## config.mk

```make
export PLATFORM = sky130hd
export DESIGN_NAME = ac3_exponent_group_unpacker_unit
export DESIGN_NICKNAME = d
export VERILOG_FILES = /design/src/hw/rtl/aegu_pkg.sv /design/src/hw/rtl/aegu_front.sv /design/src/hw/rtl/aegu_queue.sv /design/src/hw/rtl/aegu_back.sv /design/src/hw/rtl/ac3_exponent_group_unpacker_unit.sv
export SDC_FILE = /design/constraint.sdc
export NUM_CORES = 1
export LEC_CHECK = 0
export ABC_AREA = 1
export CAP_MARGIN = 20
export CORE_UTILIZATION = 45
export DETAILED_ROUTE_END_ITERATION = 6
export DONT_BUFFER_PORTS = 1
export GPL_TIMING_DRIVEN = 0
export HOLD_SLACK_MARGIN = 0.1
export PLACE_DENSITY = 0.61
export SYNTH_ARGS = -nofsm -noshare
export SYNTH_HDL_FRONTEND = slang
export SYNTH_HIERARCHICAL = 1
export SYNTH_SLANG_ARGS = --single-unit
```

## constraint.sdc

```tcl
create_clock -name clk -period 14 [get_ports clk]
set_input_delay 0.7 -clock clk [delete_from_list [all_inputs] [get_ports clk]]
set_output_delay 0.7 -clock clk [all_outputs]
set_load 0.02 [all_outputs]
```

## src/hw/rtl/aegu_pkg.sv

```systemverilog
// shared types, codes and helpers for the exponent group unpacker
package aegu_pkg;

  localparam int QueueDepth = 2;
  localparam logic [6:0] MaxCode = 7'd124;

  localparam logic CMD_START = 1'b0;
  localparam logic CMD_GROUP = 1'b1;

  localparam logic [1:0] STRAT_REUSE = 2'd0;
  localparam logic [1:0] STRAT_D15   = 2'd1;
  localparam logic [1:0] STRAT_D25   = 2'd2;
  localparam logic [1:0] STRAT_D45   = 2'd3;

  typedef struct packed {
    logic       single;
    logic       err;
    logic [1:0] rep_max;
    logic [7:0] e0;
    logic [7:0] e1;
    logic [7:0] e2;
  } job_t;

  typedef struct packed {
    logic [2:0] d0;
    logic [2:0] d1;
    logic [2:0] d2;
  } digits_t;

  // base-5 split of a group code by compare and select
  function automatic digits_t split_code(input logic [6:0] code);
    digits_t    r;
    logic [6:0] rem25;
    logic [4:0] rem5;
    if (code >= 7'd100) begin
      r.d0 = 3'd4;
    end else if (code >= 7'd75) begin
      r.d0 = 3'd3;
    end else if (code >= 7'd50) begin
      r.d0 = 3'd2;
    end else if (code >= 7'd25) begin
      r.d0 = 3'd1;
    end else begin
      r.d0 = 3'd0;
    end
    rem25 = code - 7'(r.d0 * 7'd25);
    if (rem25 >= 7'd20) begin
      r.d1 = 3'd4;
    end else if (rem25 >= 7'd15) begin
      r.d1 = 3'd3;
    end else if (rem25 >= 7'd10) begin
      r.d1 = 3'd2;
    end else if (rem25 >= 7'd5) begin
      r.d1 = 3'd1;
    end else begin
      r.d1 = 3'd0;
    end
    rem5 = rem25[4:0] - 5'(r.d1 * 5'd5);
    r.d2 = rem5[2:0];
    return r;
  endfunction

endpackage

```

## src/hw/rtl/aegu_front.sv

```systemverilog
// front end: channel state, group code decode and job building
module aegu_front (
  input  logic                clk,
  input  logic                rst,
  input  logic                accept,
  input  logic                command,
  input  logic [1:0]          strategy,
  input  logic                is_coupling,
  input  logic [6:0]          value,
  input  logic                last_group,
  output logic                enq,
  output aegu_pkg::job_t      job
);

  logic [7:0] accumulator, accumulator_next;
  logic [1:0] current_strategy, current_strategy_next;
  logic       channel_active, channel_active_next;

  aegu_pkg::digits_t dig;
  logic [7:0] e0, e1, e2;

  assign dig = aegu_pkg::split_code(value);
  assign e0 = accumulator + {5'd0, dig.d0} - 8'd2;
  assign e1 = e0 + {5'd0, dig.d1} - 8'd2;
  assign e2 = e1 + {5'd0, dig.d2} - 8'd2;

  always_comb begin
    accumulator_next = accumulator;
    current_strategy_next = current_strategy;
    channel_active_next = channel_active;
    enq = 1'b0;
    job.single = 1'b1;
    job.err = 1'b0;
    job.rep_max = 2'd0;
    job.e0 = {1'b0, value};
    job.e1 = e1;
    job.e2 = e2;
    if (command == aegu_pkg::CMD_START) begin
      accumulator_next = {1'b0, value};
      current_strategy_next = strategy;
      channel_active_next = (strategy != aegu_pkg::STRAT_REUSE) && !last_group;
      enq = accept && (strategy != aegu_pkg::STRAT_REUSE) && !is_coupling;
    end else if (channel_active) begin
      if (value > aegu_pkg::MaxCode) begin
        channel_active_next = 1'b0;
        enq = accept;
        job.err = 1'b1;
        job.e0 = 8'd0;
      end else begin
        accumulator_next = e2;
        channel_active_next = !last_group;
        enq = accept;
        job.single = 1'b0;
        job.e0 = e0;
        case (current_strategy)
          aegu_pkg::STRAT_D25: job.rep_max = 2'd1;
          aegu_pkg::STRAT_D45: job.rep_max = 2'd3;
          default:             job.rep_max = 2'd0;
        endcase
      end
    end
  end

  always_ff @(posedge clk) begin
    if (rst) begin
      accumulator <= 8'd0;
      current_strategy <= aegu_pkg::STRAT_REUSE;
      channel_active <= 1'b0;
    end else if (accept) begin
      accumulator <= accumulator_next;
      current_strategy <= current_strategy_next;
      channel_active <= channel_active_next;
    end
  end

endmodule

```

## src/hw/rtl/aegu_queue.sv

```systemverilog
// short job queue between front and back
module aegu_queue #(
  parameter int Depth = aegu_pkg::QueueDepth
) (
  input  logic           clk,
  input  logic           rst,
  input  logic           wr_en,
  input  aegu_pkg::job_t wr_data,
  input  logic           rd_en,
  output aegu_pkg::job_t rd_data,
  output logic           full,
  output logic           nonempty
);

  localparam int PtrW = (Depth > 1) ? $clog2(Depth) : 1;
  localparam int CntW = $clog2(Depth + 1);

  aegu_pkg::job_t mem [Depth];
  logic [PtrW-1:0] wr_ptr, rd_ptr;
  logic [CntW-1:0] count;

  assign full = (count == CntW'(Depth));
  assign nonempty = (count != '0);
  assign rd_data = mem[rd_ptr];

  always_ff @(posedge clk) begin
    if (wr_en) begin
      mem[wr_ptr] <= wr_data;
    end
  end

  always_ff @(posedge clk) begin
    if (rst) begin
      wr_ptr <= '0;
      rd_ptr <= '0;
      count <= '0;
    end else begin
      if (wr_en) begin
        wr_ptr <= (wr_ptr == PtrW'(Depth - 1)) ? '0 : wr_ptr + PtrW'(1);
      end
      if (rd_en) begin
        rd_ptr <= (rd_ptr == PtrW'(Depth - 1)) ? '0 : rd_ptr + PtrW'(1);
      end
      case ({wr_en, rd_en})
        2'b10:   count <= count + CntW'(1);
        2'b01:   count <= count - CntW'(1);
        default: count <= count;
      endcase
    end
  end

`ifndef SYNTH
  a_no_write_when_full: assert property (@(posedge clk) disable iff (rst)
    !(wr_en && full && !rd_en)) else $error("queue written while full");
  a_no_read_when_empty: assert property (@(posedge clk) disable iff (rst)
    rd_en |-> nonempty) else $error("queue read while empty");
`endif

endmodule

```

## src/hw/rtl/aegu_back.sv

```systemverilog
// back end: expands jobs into result words through an output register
module aegu_back (
  input  logic               clk,
  input  logic               rst,
  input  logic               job_valid,
  input  aegu_pkg::job_t     job,
  output logic               deq,
  input  logic               pop,
  output logic               empty,
  output logic signed [7:0]  exponent,
  output logic               last,
  output logic               error
);

  logic       out_valid;
  logic       advance;
  logic [1:0] digit, digit_next;
  logic [1:0] rep, rep_next;
  logic [7:0] sel_exp;
  logic       sel_last;

  assign advance = !out_valid || pop;
  assign empty = !out_valid;

  always_comb begin
    digit_next = digit;
    rep_next = rep;
    deq = 1'b0;
    sel_last = 1'b1;
    case (digit)
      2'd0:    sel_exp = job.e0;
      2'd1:    sel_exp = job.e1;
      default: sel_exp = job.e2;
    endcase
    if (job.single) begin
      deq = advance && job_valid;
    end else begin
      sel_last = (digit == 2'd2) && (rep == job.rep_max);
      if (advance && job_valid) begin
        if (rep == job.rep_max) begin
          rep_next = 2'd0;
          if (digit == 2'd2) begin
            digit_next = 2'd0;
            deq = 1'b1;
          end else begin
            digit_next = digit + 2'd1;
          end
        end else begin
          rep_next = rep + 2'd1;
        end
      end
    end
  end

  always_ff @(posedge clk) begin
    if (rst) begin
      out_valid <= 1'b0;
      digit <= 2'd0;
      rep <= 2'd0;
    end else begin
      digit <= digit_next;
      rep <= rep_next;
      if (advance) begin
        out_valid <= job_valid;
      end
    end
  end

  always_ff @(posedge clk) begin
    if (advance && job_valid) begin
      exponent <= $signed(sel_exp);
      last <= sel_last;
      error <= job.err;
    end
  end

`ifndef SYNTH
  a_idle_after_reset: assert property (@(posedge clk)
    $past(rst) |-> !out_valid) else $error("result word visible after reset");
  a_counters_clear_on_dequeue: assert property (@(posedge clk) disable iff (rst)
    deq |=> (digit == 2'd0) && (rep == 2'd0)) else $error("counters left set");
`endif

endmodule

```

## src/hw/rtl/ac3_exponent_group_unpacker_unit.sv

```systemverilog
// top level of the exponent group unpacker
// usage:
//   input words go in through push/full: a start word (command 0) opens a
//   channel with its strategy and initial exponent, group words (command 1)
//   carry one 0..124 code each. a word is taken when push is high and full
//   is low.
//   result words come out through empty/pop: the oldest word sits on
//   exponent/last/error while empty is low and leaves when pop is high.
//   last marks the final result word caused by one input word; error marks
//   a bad group code, after which the channel's remaining groups are dropped.
// timing:
//   the front decodes a word in the cycle it is taken and queues at most
//   one job, which passes through the queue and the output register. the
//   back emits one word per cycle while the receiver pops and a job waits; a
//   group yields 3, 6 or 12 words for D15, D25 or D45, a start at most 1, and
//   that emit loop sets the sustained rate. the queue holds aegu_pkg::QueueDepth
//   jobs, so the front takes words in a receiver stall until full rises.
// reset: synchronous, clears the channel state, the queue and the output.
module ac3_exponent_group_unpacker_unit #(
  parameter int QueueDepth = aegu_pkg::QueueDepth
) (
  input  logic              clk,
  input  logic              rst,
  input  logic              push,
  output logic              full,
  input  logic              command,
  input  logic [1:0]        strategy,
  input  logic              is_coupling,
  input  logic [6:0]        value,
  input  logic              last_group,
  output logic              empty,
  input  logic              pop,
  output logic signed [7:0] exponent,
  output logic              last,
  output logic              error
);

  logic           accept;
  logic           enq;
  logic           deq;
  logic           q_nonempty;
  aegu_pkg::job_t new_job;
  aegu_pkg::job_t head_job;

  assign accept = push && !full;

  aegu_front u_front (
    .clk         (clk),
    .rst         (rst),
    .accept      (accept),
    .command     (command),
    .strategy    (strategy),
    .is_coupling (is_coupling),
    .value       (value),
    .last_group  (last_group),
    .enq         (enq),
    .job         (new_job)
  );

  aegu_queue #(
    .Depth (QueueDepth)
  ) u_queue (
    .clk      (clk),
    .rst      (rst),
    .wr_en    (enq),
    .wr_data  (new_job),
    .rd_en    (deq),
    .rd_data  (head_job),
    .full     (full),
    .nonempty (q_nonempty)
  );

  aegu_back u_back (
    .clk       (clk),
    .rst       (rst),
    .job_valid (q_nonempty),
    .job       (head_job),
    .deq       (deq),
    .pop       (pop),
    .empty     (empty),
    .exponent  (exponent),
    .last      (last),
    .error     (error)
  );

endmodule

```

==> flow_results.org <==
** Flow run
- Number of violations of the max-capacitance limit :: 0

** Timing
- Period minus WS final :: 6.318 ns
- Clock skew on the completed layout was measured at approximately 0.0066 ns.
- The hold violation total from the final report is 0.
- Setup repair after global routing missed its margin :: false
- Max Transition Viols Final :: 0
- Headroom to the max-slew limit came out at 0.4436.
- Final cycle utilization of the critical path :: 0.4513
- Derived from the worst setup path, the maximum achievable clock frequency is roughly 0.16 GHz.
- At the pin with the least slew margin, the transition time is between 0.8 and 0.9 ns.
- Total negative setup slack :: 0 ns
- Setup violations remaining at the end of the flow were counted as 0.

** Route
- Dividing the detail-routed wire length by the instance count gives about 14 um.
- Detailed-route via count :: about 3800
- Total detailed-routing wirelength :: roughly 11 mm
- Detailed Routing Iterations Pass 1 :: 4
- DR iter-0 viols :: 202
- Once detail routing completed, the nets flagged for antenna violations numbered 0.
- For this run, design rule violations remaining after detail routing come to 0.
- Average via count per standard cell :: between 5 and 6

** Synth
- Primary FF master, synth :: sky130_fd_sc_hd__edfxtp_1
- Ys async rst share :: 0
- Post-synthesis area per instance :: just over 9 um^2
- The share of the synthesized area in compound gates (AO/OA/AOI/OAI) was 0.07268.
- During synthesis, Yosys emitted a total of 6 warnings.
- Cells after Synth :: roughly 600
- Count leader, synth :: sky130_fd_sc_hd__nand2_1
- Top post-synthesis cells by area :: sky130_fd_sc_hd__edfxtp_1 (36%), sky130_fd_sc_hd__nand2_1 (8.7%), sky130_fd_sc_hd__ha_1 (8.4%)
- Dominant combinational cell family by area after synthesis :: simple AND/OR/NAND/NOR gates
- Synthesis-stage register bit count :: between 80 and 90
- Number of flops mapped to enable cells by yosys :: 66
- Mux share of post-synthesis cell area :: 0.07109
- When the netlist entered floorplanning its net count stood at 653.
- Cell types with the highest counts after synthesis :: sky130_fd_sc_hd__nand2_1 (127), sky130_fd_sc_hd__inv_1 (103), sky130_fd_sc_hd__edfxtp_1 (66), sky130_fd_sc_hd__nor2_1 (44), sky130_fd_sc_hd__ha_1 (37)
- Proportion of netlist area held by the largest area contributor :: 0.3609
- Share of synthesized area occupied by flip-flops and latches :: 0.4375
- Of the total synthesized cell area, the portion taken by full adders, half adders and majority gates is 0.1025.
- Of the total synthesized cell area, the portion taken by AND, OR, NAND and NOR gates is 0.2051.
- Synth unique cells :: between 40 and 50
- Of the total synthesized cell area, the portion taken by XOR and XNOR cells is 0.02392.
- In this run the cell area of the synthesized design comes to roughly 5500 um^2.
- Summed over all instances, the cell type with the most area after synthesis is sky130_fd_sc_hd__edfxtp_1.

** Clock network
- Total number of H-tree levels :: 3
- TritonCTS built the clock tree.
- Post-CTS timing repair inserted 0 buffers for setup.
- Clk root buf :: sky130_fd_sc_hd__clkbuf_16
- Maximum number of buffers from clock root to sink :: 2
- Number of buffers created by CTS :: 9
- Total clock sinks :: between 80 and 90
- Clock insertion delay at the later pin of the skew report :: approximately 0.34 ns
- Post-cts resize count :: 0
- The number of hold buffers added after CTS was 0.
- Clock-pin slew was measured on the worst setup and hold paths at roughly 0.060 ns.

** Worst setup path
- Reg-to-Reg Start :: u_front/accumulator[1]$_SDFFE_PP0P_
- Across all register-to-register paths, the minimum setup slack is 9.54 ns.
- The critical path is of the primary input to register type.
- Required time at the worst-slack endpoint :: ~14 ns
- Reg-to-reg critical path endpoint :: u_queue/mem[0][7]$_DFFE_PP_
- The most numerous cell type found on the critical path is sky130_fd_sc_hd__inv_1.
- The slowest stage of the critical path belongs to the cell sky130_fd_sc_hd__fa_1.
- Data on the critical path arrives at its endpoint at 6.39 ns.
- Delay of the slowest cell on the worst path :: roughly 0.6 ns
- Number of cells traversed by the worst register-to-register path :: 21
- Kind of start point of the critical path :: primary input
- Along the worst path, the maximum fanout reaches 6.
- Kind of end point of the critical path :: register

** Worst hold path
- Source of the worst hold timing path :: rst
- The path with the worst hold slack has its endpoint at u_back/out_valid$_SDFFE_PP0P_.
- The path class of the tightest hold or removal check is primary input to register.
- Along the worst hold path, the cell count comes to 1.

** GRT
- The initial antenna violation count came to 0.
- Remaining Overflow, GRT :: 0
- In the global route stage, overall resource usage came out at 0.1872.
- Maximum number of pins on one net before global-route repair :: 29
- The first global-routing pass estimated roughly 18 mm of wire.
- Vias in the first global route :: slightly below 4000

** Finish
- Final Net Count :: around 670
- Relative area change from synthesis to final layout :: 9.774%
- The number of antenna diodes in the final layout is 0.
- Share of post-route cells with drive strength above 1 :: 0.1438

** Die
- The die is roughly 110 um tall.
- The die covers around 13000 um^2.
- The floorplan has 39 rows.
- From left edge to right edge, the die measures 112.5 um.
- IO Count :: 28
- Core area :: 11660 um^2
- Initial Utilization :: 0.4709

** Placed design
- Routability-driven placement congestion ratio :: about 0.83
- Port buffering added 0 buffers.
- Summed over all nets, the half-perimeter wirelength after detailed placement is between 8 and 9 mm.

** Outcome
- The flow ran to the end, and the final reports show no timing, DRC or antenna violations.
[routing by layer]
layer	vias up	global-route usage	routed length [um]	share of wire
met3	10	0.03564	273	0.025
met5	-	0	0	0
met2	45	0.3205	5157	0.48
li1	1992	-	-	-
met4	0	0.06044	158	0.015
met1	1789	0.2388	5165	0.48
[worst max-delay path: cells and delay by family]
kind | cells | cell delay, ns
AND/OR/NAND/NOR | 14 | 1.57
AO/OA/AOI/OAI | 7 | 1.07
buffers and inverters | 10 | 0.69
adder cells (fa/ha/maj) | 7 | 2.33
[layout make-up]
class	count	area (um^2)
Multi-Input combinational cell	393	2618
Timing Repair Buffer	1	27.53
Inverter	110	412.9
Tap cell	143	178.9
Clock buffer	10	229.0
Buffer	5	66.31
Fill cell	1055	5634
Sequential cell	87	2402
Clock inverter	6	93.84
[placed cells by master (no fill, tap or decap), drive strengths merged, types with 3 or more instances in the layout]
cell type	n
o22ai	6
ha	37
nor2	48
clkbuf	11
inv	111
nand3	38
fa	5
a31oi	4
xor2	11
clkinvlp	3
o21ai	18
nand4	8
edfxtp	66
dfxtp	21
buf	5
a21oi	28
nand2	141
mux2	28
xnor2	4
[cells by family after synthesis]
logic type | count (synthesis)
AND/OR/NAND/NOR | 243
flip-flops | 87
buffers and inverters | 115
AO/OA/AOI/OAI | 65
adder cells (fa/ha/maj) | 42
XOR/XNOR | 15
multiplexers | 28
[how the worst max path moves through the flow]
stage	from	end	slack (ns)	cells past startpoint
floorplan	value[4]	u_queue/mem[0][7]$_DFFE_PP_	8.15	38
global placement	value[4]	u_queue/mem[0][7]$_DFFE_PP_	7.43	38
detailed placement	value[4]	u_queue/mem[0][7]$_DFFE_PP_	7.29	38
CTS	value[4]	u_queue/mem[1][7]$_DFFE_PP_	7.64	38
global route	value[4]	u_queue/mem[0][7]$_DFFE_PP_	7.17	41
finish	value[4]	u_queue/mem[0][7]$_DFFE_PP_	7.68	38
[metrics by stage]
| stage | hold slack, ns | utilization | setup WS [ns] | area [um^2] | cells |
|---|---|---|---|---|---|
| after global routing | 0.4017 | 0.5169 | 7.169 | 6028 | 755 |
| after global placement | 0.4557 | 0.4862 | 7.431 | 5670 | 738 |
| after CTS | 0.4089 | 0.5169 | 7.639 | 6028 | 755 |
| after detailed placement | 0.4635 | 0.4892 | 7.294 | 5705 | 739 |
| after floorplan | 0.4397 | - | 8.153 | 5492 | 595 |
| final | 0.4198 | 0.5169 | 7.682 | 6028 | 755 |
[flip-flops by register name, summed over array words and instances, names as in the netlist, named ones only]
| name | cells |
|---|---|
| u_queue/mem | 56 |
| u_back/exponent | 8 |
| u_front/accumulator | 8 |
| u_back/digit | 2 |
| u_back/rep | 2 |
| u_front/current_strategy | 2 |
| u_queue/count | 2 |
| u_back/error | 1 |
| u_back/last | 1 |
| u_back/out_valid | 1 |
| u_front/channel_active | 1 |
| u_queue/rd_ptr | 1 |
| u_queue/wr_ptr | 1 |
Power is not shown: default switching activity piles up to over one toggle a cycle in this logic, so the estimate is an artifact.
